`src/hw/rtl/ttlp_pkg.sv`:
```
// Shared types, character classes, unit scales and error codes for the TTL text parser.
`timescale 1ns / 1ps
`default_nettype none

package ttlp_pkg;

    // Largest TTL in seconds
    localparam logic [31:0] TTL_MAX = 32'hffff_ffff;

    // Unit scales in seconds
    localparam int unsigned SCALE_S = 1;
    localparam int unsigned SCALE_M = 60;
    localparam int unsigned SCALE_H = 60 * 60;
    localparam int unsigned SCALE_D = 24 * 60 * 60;
    localparam int unsigned SCALE_W = 7 * 24 * 60 * 60;

    // Width that holds the largest scale
    localparam int unsigned SCALE_W_BITS = 20;

    // Largest group value each unit allows
    localparam logic [31:0] LIMIT_S = 32'(32'hffff_ffff / SCALE_S);
    localparam logic [31:0] LIMIT_M = 32'(32'hffff_ffff / SCALE_M);
    localparam logic [31:0] LIMIT_H = 32'(32'hffff_ffff / SCALE_H);
    localparam logic [31:0] LIMIT_D = 32'(32'hffff_ffff / SCALE_D);
    localparam logic [31:0] LIMIT_W = 32'(32'hffff_ffff / SCALE_W);

    // Error codes
    localparam logic [2:0] ERR_OK          = 3'd0;
    localparam logic [2:0] ERR_EMPTY       = 3'd1;
    localparam logic [2:0] ERR_NO_LAST_UNIT = 3'd2;
    localparam logic [2:0] ERR_BAD_UNIT    = 3'd3;
    localparam logic [2:0] ERR_NO_NUMBER   = 3'd4;
    localparam logic [2:0] ERR_INVALID     = 3'd5;
    localparam logic [2:0] ERR_PART_RANGE  = 3'd6;
    localparam logic [2:0] ERR_TOTAL_RANGE = 3'd7;

    // Character classes decided by the front end
    typedef enum logic [2:0] {
        CLS_DIGIT,
        CLS_BAD,
        CLS_UNIT_S,
        CLS_UNIT_M,
        CLS_UNIT_H,
        CLS_UNIT_D,
        CLS_UNIT_W,
        CLS_BAD_UNIT
    } ttlp_cls_t;

    // Input word
    typedef struct packed {
        logic [7:0] char_code;
        logic       last;
        logic       empty_text;
    } ttlp_in_t;

    // Result word
    typedef struct packed {
        logic [31:0] ttl_seconds;
        logic [2:0]  error_code;
    } ttlp_out_t;

    // Classified word held in the queue between front and back
    typedef struct packed {
        ttlp_cls_t  cls;
        logic [3:0] digit;
        logic       last;
        logic       empty_text;
    } ttlp_cls_item_t;

    // Head of the front queue as seen by the back end
    typedef struct packed {
        logic           valid;
        ttlp_cls_item_t item;
    } ttlp_q_t;

    // Scale of a unit class
    function automatic logic [SCALE_W_BITS-1:0] unit_scale(input ttlp_cls_t cls);
        logic [SCALE_W_BITS-1:0] s;
        case (cls)
            CLS_UNIT_M: s = SCALE_W_BITS'(SCALE_M);
            CLS_UNIT_H: s = SCALE_W_BITS'(SCALE_H);
            CLS_UNIT_D: s = SCALE_W_BITS'(SCALE_D);
            CLS_UNIT_W: s = SCALE_W_BITS'(SCALE_W);
            default:    s = SCALE_W_BITS'(SCALE_S);
        endcase
        return s;
    endfunction

    // Group limit of a unit class
    function automatic logic [31:0] unit_limit(input ttlp_cls_t cls);
        logic [31:0] l;
        case (cls)
            CLS_UNIT_M: l = LIMIT_M;
            CLS_UNIT_H: l = LIMIT_H;
            CLS_UNIT_D: l = LIMIT_D;
            CLS_UNIT_W: l = LIMIT_W;
            default:    l = LIMIT_S;
        endcase
        return l;
    endfunction

endpackage

`default_nettype wire

```
`src/hw/rtl/ttlp_front.sv`:
```
// Front end: classifies each character and holds it in a two-deep queue.
`timescale 1ns / 1ps
`default_nettype none

module ttlp_front
    import ttlp_pkg::*;
(
    input  wire logic     clk,
    input  wire logic     rst_n,
    input  wire logic     push,
    output logic          full,
    input  wire ttlp_in_t item,
    output ttlp_q_t       q_head,
    input  wire logic     q_pop
);

    ttlp_cls_item_t      entry_reg [2];
    logic                wr_ptr_reg;
    logic                rd_ptr_reg;
    logic [1:0]          count_reg;
    logic [1:0]          count_next;
    logic                wr_en;
    logic                rd_en;
    ttlp_cls_item_t      cls_item;
    logic [7:0]          up_char;

    // Classify the incoming character
    always_comb
    begin
        up_char            = (item.char_code >= 8'h61) ? item.char_code - 8'd32
                                                       : item.char_code;
        cls_item.last       = item.last;
        cls_item.empty_text = item.empty_text;
        cls_item.digit      = item.char_code[3:0];
        if (item.char_code inside {[8'h30:8'h39]})
        begin
            cls_item.cls = CLS_DIGIT;
        end
        else if (item.char_code inside {[8'h41:8'h5a], [8'h61:8'h7a]})
        begin
            case (up_char)
                8'h53:   cls_item.cls = CLS_UNIT_S;
                8'h4d:   cls_item.cls = CLS_UNIT_M;
                8'h48:   cls_item.cls = CLS_UNIT_H;
                8'h44:   cls_item.cls = CLS_UNIT_D;
                8'h57:   cls_item.cls = CLS_UNIT_W;
                default: cls_item.cls = CLS_BAD_UNIT;
            endcase
        end
        else
        begin
            cls_item.cls = CLS_BAD;
        end
    end

    // Queue control
    assign full       = (count_reg == 2'd2);
    assign wr_en      = push && !full;
    assign rd_en      = q_pop && (count_reg != 2'd0);
    assign count_next = count_reg + {1'b0, wr_en} - {1'b0, rd_en};

    assign q_head.valid = (count_reg != 2'd0);
    assign q_head.item  = entry_reg[rd_ptr_reg];

    always_ff @(posedge clk or negedge rst_n)
    begin
        if (!rst_n)
        begin
            wr_ptr_reg <= 1'b0;
            rd_ptr_reg <= 1'b0;
            count_reg  <= 2'd0;
        end
        else
        begin
            if (wr_en)
            begin
                wr_ptr_reg <= !wr_ptr_reg;
            end
            if (rd_en)
            begin
                rd_ptr_reg <= !rd_ptr_reg;
            end
            count_reg <= count_next;
        end
    end

    // Queue storage
    always_ff @(posedge clk)
    begin
        if (wr_en)
        begin
            entry_reg[wr_ptr_reg] <= cls_item;
        end
    end

    // Checks
    a_count_bound: assert property (@(posedge clk) disable iff (!rst_n)
        count_reg <= 2'd2)
        else $error("front queue overfilled");
    a_ptr_match: assert property (@(posedge clk) disable iff (!rst_n)
        (count_reg == 2'd0 || count_reg == 2'd2) |-> (wr_ptr_reg == rd_ptr_reg))
        else $error("front queue pointers out of step");
    a_pop_only_valid: assert property (@(posedge clk) disable iff (!rst_n)
        (q_pop && !q_head.valid) |=> (count_reg == $past(count_reg) + {1'b0, $past(wr_en)}))
        else $error("pop of empty front queue changed its count");

endmodule

`default_nettype wire

```
`src/hw/rtl/ttlp_back.sv`:
```
// Back end: accumulates digit groups, scales units, judges errors and queues results.
`timescale 1ns / 1ps
`default_nettype none

module ttlp_back
    import ttlp_pkg::*;
(
    input  wire logic    clk,
    input  wire logic    rst_n,
    input  wire ttlp_q_t q_head,
    output logic         q_pop,
    output logic         empty,
    input  wire logic    pop,
    output ttlp_out_t    result
);

    // Parse state
    logic [63:0] gval_reg,  gval_next;
    logic        gov_reg,   gov_next;
    logic        ghas_reg,  ghas_next;
    logic        gbad_reg,  gbad_next;
    logic        units_reg, units_next;
    logic [31:0] total_reg, total_next;
    logic [2:0]  err_reg,   err_next;

    // Result queue
    ttlp_out_t   res_reg [2];
    logic        res_wr_ptr_reg;
    logic        res_rd_ptr_reg;
    logic [1:0]  res_count_reg;
    logic        res_push;
    logic        res_pop;
    ttlp_out_t   res_word;

    ttlp_cls_item_t          it;
    logic [67:0]             dec_sum;
    logic [SCALE_W_BITS+31:0] product;
    logic [32:0]             total_sum;
    logic [31:0]             limit;
    logic [2:0]              fin_err;
    logic [31:0]             fin_ttl;

    assign it       = q_head.item;
    assign res_pop  = pop && (res_count_reg != 2'd0);
    assign q_pop    = q_head.valid && ((res_count_reg != 2'd2) || res_pop);
    assign empty    = (res_count_reg == 2'd0);
    assign result   = res_reg[res_rd_ptr_reg];

    // Datapath pieces: times ten plus digit, and group times unit scale
    assign dec_sum   = {gval_reg, 3'b000} + {3'b000, gval_reg, 1'b0} + {64'd0, it.digit};
    assign limit     = unit_limit(it.cls);
    assign product   = gval_reg[31:0] * unit_scale(it.cls);
    assign total_sum = {1'b0, total_reg} + {1'b0, product[31:0]};

    // Next parse state and result word
    always_comb
    begin
        gval_next  = gval_reg;
        gov_next   = gov_reg;
        ghas_next  = ghas_reg;
        gbad_next  = gbad_reg;
        units_next = units_reg;
        total_next = total_reg;
        err_next   = err_reg;
        res_push   = 1'b0;
        fin_err    = ERR_OK;
        fin_ttl    = 32'd0;
        res_word   = '0;

        if (q_pop)
        begin
            if (!it.empty_text && err_reg == ERR_OK)
            begin
                case (it.cls)
                    CLS_DIGIT:
                    begin
                        ghas_next = 1'b1;
                        if (!gov_reg)
                        begin
                            if (dec_sum[67:64] != 4'd0)
                            begin
                                gov_next = 1'b1;
                            end
                            else
                            begin
                                gval_next = dec_sum[63:0];
                            end
                        end
                    end
                    CLS_BAD:
                    begin
                        ghas_next = 1'b1;
                        gbad_next = 1'b1;
                    end
                    CLS_BAD_UNIT:
                    begin
                        err_next = ERR_BAD_UNIT;
                    end
                    default:
                    begin
                        // a valid unit letter closes the group
                        units_next = 1'b1;
                        if (!ghas_reg)
                        begin
                            err_next = ERR_NO_NUMBER;
                        end
                        else if (gbad_reg || gov_reg)
                        begin
                            err_next = ERR_INVALID;
                        end
                        else if (gval_reg > {32'd0, limit})
                        begin
                            err_next = ERR_PART_RANGE;
                        end
                        else if (total_sum[32])
                        begin
                            err_next = ERR_TOTAL_RANGE;
                        end
                        else
                        begin
                            total_next = total_sum[31:0];
                            gval_next  = 64'd0;
                            gov_next   = 1'b0;
                            ghas_next  = 1'b0;
                            gbad_next  = 1'b0;
                        end
                    end
                endcase
            end

            // End of text: judge what is left
            if (it.empty_text)
            begin
                fin_err = ERR_EMPTY;
            end
            else if (err_next != ERR_OK)
            begin
                fin_err = err_next;
            end
            else if (!ghas_next)
            begin
                fin_ttl = total_next;
            end
            else if (units_next)
            begin
                fin_err = ERR_NO_LAST_UNIT;
            end
            else if (gbad_next || gov_next)
            begin
                fin_err = ERR_INVALID;
            end
            else if (gval_next[63:32] != 32'd0)
            begin
                fin_err = ERR_TOTAL_RANGE;
            end
            else
            begin
                fin_ttl = gval_next[31:0];
            end

            if (it.empty_text || it.last)
            begin
                res_push             = 1'b1;
                res_word.error_code  = fin_err;
                res_word.ttl_seconds = fin_ttl;
                gval_next  = 64'd0;
                gov_next   = 1'b0;
                ghas_next  = 1'b0;
                gbad_next  = 1'b0;
                units_next = 1'b0;
                total_next = 32'd0;
                err_next   = ERR_OK;
            end
        end
    end

    // Parse state registers and result queue control
    always_ff @(posedge clk or negedge rst_n)
    begin
        if (!rst_n)
        begin
            gval_reg       <= 64'd0;
            gov_reg        <= 1'b0;
            ghas_reg       <= 1'b0;
            gbad_reg       <= 1'b0;
            units_reg      <= 1'b0;
            total_reg      <= 32'd0;
            err_reg        <= ERR_OK;
            res_wr_ptr_reg <= 1'b0;
            res_rd_ptr_reg <= 1'b0;
            res_count_reg  <= 2'd0;
        end
        else
        begin
            gval_reg  <= gval_next;
            gov_reg   <= gov_next;
            ghas_reg  <= ghas_next;
            gbad_reg  <= gbad_next;
            units_reg <= units_next;
            total_reg <= total_next;
            err_reg   <= err_next;
            if (res_push)
            begin
                res_wr_ptr_reg <= !res_wr_ptr_reg;
            end
            if (res_pop)
            begin
                res_rd_ptr_reg <= !res_rd_ptr_reg;
            end
            res_count_reg <= res_count_reg + {1'b0, res_push} - {1'b0, res_pop};
        end
    end

    // Result queue storage
    always_ff @(posedge clk)
    begin
        if (res_push)
        begin
            res_reg[res_wr_ptr_reg] <= res_word;
        end
    end

    // Checks
    a_err_zero_ttl: assert property (@(posedge clk) disable iff (!rst_n)
        (res_push && res_word.error_code != ERR_OK) |-> (res_word.ttl_seconds == 32'd0))
        else $error("error result carries a nonzero TTL");
    a_no_overfill: assert property (@(posedge clk) disable iff (!rst_n)
        (res_count_reg == 2'd2 && !res_pop) |-> !res_push)
        else $error("result queue written while full");
    a_end_gives_word: assert property (@(posedge clk) disable iff (!rst_n)
        (q_pop && (it.last || it.empty_text)) |=> (res_count_reg != 2'd0))
        else $error("end of text gave no result");
    a_state_cleared: assert property (@(posedge clk) disable iff (!rst_n)
        res_push |=> (err_reg == ERR_OK && !ghas_reg && total_reg == 32'd0))
        else $error("parse state not cleared after a text");

endmodule

`default_nettype wire

```
`src/hw/rtl/ttl_text_parser_core.sv`:
```
// Top level of the TTL text parser: front end, classified queue and back end.
//
//  channel  | handshake          | word
//  ---------+--------------------+------------------------------------------
//  input    | push / full        | item   : char_code, last, empty_text
//  result   | pop / empty        | result : ttl_seconds, error_code
//
//  One character word is taken per cycle while full is low; once a text's
//  last character leaves the front queue, its result word enters the result queue.
//  The front queue and the result queue are each two words deep, so input
//  keeps flowing while a finished result waits to be popped.
//  full rises only once both queues are full behind a stalled result side.
//  Reset clears all parse state and empties both queues.
`timescale 1ns / 1ps
`default_nettype none

module ttl_text_parser_core
    import ttlp_pkg::*;
(
    input  wire logic     clk,
    input  wire logic     rst_n,
    input  wire logic     push,
    output logic          full,
    input  wire ttlp_in_t item,
    output logic          empty,
    input  wire logic     pop,
    output ttlp_out_t     result
);

    ttlp_q_t q_head;
    logic    q_pop;

    // Character classification and queue
    ttlp_front u_front (
        .clk    (clk),
        .rst_n  (rst_n),
        .push   (push),
        .full   (full),
        .item   (item),
        .q_head (q_head),
        .q_pop  (q_pop)
    );

    // Arithmetic, error judgement and result queue
    ttlp_back u_back (
        .clk    (clk),
        .rst_n  (rst_n),
        .q_head (q_head),
        .q_pop  (q_pop),
        .empty  (empty),
        .pop    (pop),
        .result (result)
    );

endmodule

`default_nettype wire
```
`config.mk`:
```
export PLATFORM = sky130hd
export DESIGN_NAME = ttl_text_parser_core
export DESIGN_NICKNAME = d
export VERILOG_FILES = /design/src/hw/rtl/ttlp_pkg.sv /design/src/hw/rtl/ttlp_front.sv /design/src/hw/rtl/ttlp_back.sv /design/src/hw/rtl/ttl_text_parser_core.sv
export SDC_FILE = /design/constraint.sdc
export NUM_CORES = 2
export LEC_CHECK = 0
export BUFFER_PORTS_ARGS = -buffer_cell sky130_fd_sc_hd__buf_2
export CAP_MARGIN = 20
export CORE_MARGIN = 1.5
export CORE_UTILIZATION = 55
export CTS_BUF_LIST = sky130_fd_sc_hd__clkbuf_8
export DETAILED_ROUTE_END_ITERATION = 8
export MAX_ROUTING_LAYER = met4
export PLACE_DENSITY_LB_ADDON = 0.1
export SETUP_SLACK_MARGIN = 0.2
export SYNTH_ARGS = -nofsm -noshare
export SYNTH_HDL_FRONTEND = slang
export SYNTH_SLANG_ARGS = --single-unit
export TNS_END_PERCENT = 1
```
`constraint.sdc`:
```
create_clock -name clk -period 27.9 [get_ports clk]
set_input_delay 1.395 -clock clk [delete_from_list [all_inputs] [get_ports clk]]
set_output_delay 1.395 -clock clk [all_outputs]
set_load 0.01 [all_outputs]
```
==> flow_summary_export.csv <==
group,metric,value,unit
synthesis,synth_cell_types,104,
setup_path,max_stage_delay,0.74,ns
clocking,cts_tree,"done",
clocking,post_cts_resized,0,
synthesis,synth_fp_nets,3597,
layout,final_cell_mix,"inv_1, ha_1, nand2_1",
pwr,pwr-share-seq,0.353,
timing,setup_viol,0,
synthesis,synth.area.top_cells,"fa_1, ha_1, dfrtp_1, edfxtp_1, inv_1",
setup_path,required,28.19,ns
global_route,grt_pass1_wl,129000,µm
pwr,switching_share,0.4648,
layout,largest_register_ffs,70,
setup_path,critPathMaxFanout,27,
setup_path,path_class,"reg -> reg",
clocking,numClockSinks,199,
pwr,vdd_drop_max,0.0001134,V
setup_path,cp.arrival,13.11,ns
synthesis,syn-instance-count,2965,
layout,layout-drive-gt1-share,0.07073,
clocking,cts-htree-levels,4,
timing,fin_crit_sh,0.4596,
pwr,p_clk_frac,0.175,
synthesis,ys_seq_area_frac,0.1992,
clocking,worstSkewPairLatency,0.52,ns
placement,placed_area,27980,µm²
pwr,cellLeakagePower,14.62,nW
detailed_routing,drtIter0Drc,1684,
layout,area_growth,4.501,%
placement,hpwlAfterDp,65340,µm
detailed_routing,ant_nets,0,
run_status,status,"complete, no violations",
setup_path,crit-reg2reg-launch,"u_front.rd_ptr_reg",
layout,diodes,0,
run,cap_violations,0,
pwr,combPwrFrac,0.473,
placement,place.gp.congestion,0.9614,
floorplan,core_area,48850,µm²
detailed_routing,wl_met3,4611,µm
detailed_routing,met2WireLength,38530,µm
global_route,antenna_found_initial,0,
detailed_routing,viasPerCell,6.089,
timing,relSlewSlack,0.2877,
floorplan,fp.dieH,225.4,µm
floorplan,die-area,50830,µm²
pwr,switchingPower,0.5360,mW
timing,hold_ws,0.4867,ns
timing,hold_viol,0,
placement,place_inst,3599,
placement,io_buffers,50,
synthesis,synth-seq-cells,199,
hold_path,hold_depth,1,
timing,setup-tns-final,0,ns
hold_path,hp-class,"reg -> reg",
setup_path,r2r_cells,42,
layout,fin_nets,3588,
synthesis,synth_ff_type,"dfrtp_1",
synthesis,synth_area_leader_cell,"fa_1",
floorplan,num_rows,81,
clocking,clkTransAtPathRegs,0.12,ns
detailed_routing,totalWireLength,81620,µm
layout,final_area,28440,µm²
setup_path,critPathSlowestCell,"dfrtp_1",
setup_path,cp-startpoint,"u_front.rd_ptr_reg",
synthesis,syn_avg_cell_area,9.179,µm²
global_route,grt_usage,0.3414,
detailed_routing,drc,0,
detailed_routing,m1WireLength,34870,µm
synthesis,yosysWarnings,0,
clocking,clockBufferDepth,2,
timing,layout_min_cycle_time,12.82,ns
detailed_routing,wl_per_cell,22.46,µm
timing,rsz0062_at_grt,"false",
floorplan,die_w,225.4,µm
detailed_routing,drt_first_pass_iters,5,
clocking,post_cts_buffers,0,
hold_path,hp-start,"u_back.res_rd_ptr_reg",
layout,final_common_cell,"inv_1",
floorplan,io_pins,51,
clocking,cts_buffers,17,
synthesis,synth-edff-count,88,
detailed_routing,vias,22120,
synthesis,postSynth.asyncResetShare,0.5578,
pwr,p_per_area,40.55,nW/µm²
floorplan,initial_utilization,0.5571,
pwr,p_int,0.6172,mW
synthesis,netlist.area_leader.share,0.1883,
setup_path,r2r-end,"u_back.res_reg[1][32]",
setup_path,startpoint_type,"flip-flop",
layout,fin_cells,3633,
clocking,cts_root_buf,"clkbuf_8",
hold_path,holdPathEnd,"u_back.res_rd_ptr_reg",
synthesis,syn_area,27210,µm²
setup_path,endpoint_kind,"flip-flop",
global_route,gr-total-overflow,0,
clocking,hold_buffers,0,
global_route,grt_max_degree,64,
setup_path,r2r_slack,15.08,ns
timing,drv_slew,0,
timing,max_freq,77.98,MHz
timing,worstMarginPinSlew,1.061,ns
timing,fin_skew,0.03375,ns
detailed_routing,maxUsedRoutingLayer,"met4",
global_route,grt_pass1_vias,22470,
worst max-delay path: cells and delay by family (launching register included):
kind / cells / cell delay [ns]
AO/OA/AOI/OAI: 17 / 4.38
XOR/XNOR: 1 / 0.19
adder cells (fa/ha/maj): 9 / 3.76
buffers and inverters: 6 / 0.52
flip-flops: 1 / 0.74
multiplexers: 1 / 0.25
AND/OR/NAND/NOR: 8 / 2.77
routing by layer:
metal,vias up,track usage
met5,-,-
met4,0,0.1403
met3,181,0.04185
met2,779,0.5507
met1,10990,0.4365
li1,10170,-
logic make-up after synthesis:
family	count (synthesis)	synth area share
XOR/XNOR	140	0.04506
multiplexers	74	0.02919
adder cells (fa/ha/maj)	618	0.3547
AO/OA/AOI/OAI	647	0.1576
flip-flops	199	0.1992
AND/OR/NAND/NOR	756	0.1343
buffers and inverters	531	0.07990
worst max-delay path by stage:
| stage | cells past startpoint | slack, ns | to |
|---|---|---|---|
| 3_5_place_dp | 41 | 14.93 | u_back.res_reg[0][32] |
| 2_1_floorplan | 46 | 16.52 | u_back.res_reg[0][3] |
| 6_report | 42 | 15.08 | u_back.res_reg[1][32] |
| 4_1_cts | 41 | 14.89 | u_back.res_reg[1][32] |
| 3_3_place_gp | 41 | 15.34 | u_back.res_reg[0][32] |
| 5_1_grt | 42 | 14.45 | u_back.res_reg[1][32] |
synthesized netlist by cell type, types with 7 or more instances:
library cell,count
inv_1,427
ha_1,362
nand2_1,276
fa_1,256
a21oi_1,165
nor2_1,163
o21ai_0,132
dfrtp_1,111
xnor2_1,89
edfxtp_1,88
a21o_1,67
clkbuf_1,67
and2_1,65
xor2_1,51
mux2_2,43
nand3_1,33
nand4_1,32
o31ai_1,32
mux2i_1,31
nor3_1,31
and3_1,28
nand2b_1,26
o32ai_1,25
a31oi_1,24
a22o_1,22
a211oi_1,21
or3_1,20
nor2b_1,19
o21a_1,19
o21bai_1,18
nor4_1,16
a21boi_0,15
buf_6,15
o211ai_1,15
o22ai_1,14
or2_2,13
a31o_2,8
and4_1,7
power by group through the flow:
stage | sequential (mW) | clock [mW] | combinational, mW
floorplan | 0.401 | 0 | 0.347
global route | 0.412 | 0.213 | 0.590
global placement | 0.410 | 0 | 0.524
finish | 0.407 | 0.201 | 0.545
detailed placement | 0.413 | 0 | 0.531
CTS | 0.406 | 0.204 | 0.533
through the flow:
step | power (mW) | utilization | worst slack [ns]
2_1_floorplan | 0.7481 | - | 16.52
3_3_place_gp | 0.9335 | 0.5728 | 15.34
5_1_grt | 1.214 | 0.5822 | 14.45
4_1_cts | 1.143 | 0.5815 | 14.89
6_report | 1.153 | 0.5822 | 15.08
3_5_place_dp | 0.9437 | 0.5728 | 14.93
area by class of cell:
cell class / instances / area, µm²
timing repair buffer: 75 / 460.4
clock inverter: 15 / 188.9
multi-input combinational: 2235 / 19700
inverter: 428 / 1607
clock buffer: 17 / 234.0
sequential: 199 / 5420
fill: 4459 / 20410
tap: 664 / 830.8
(Power assumes the default switching activity.)
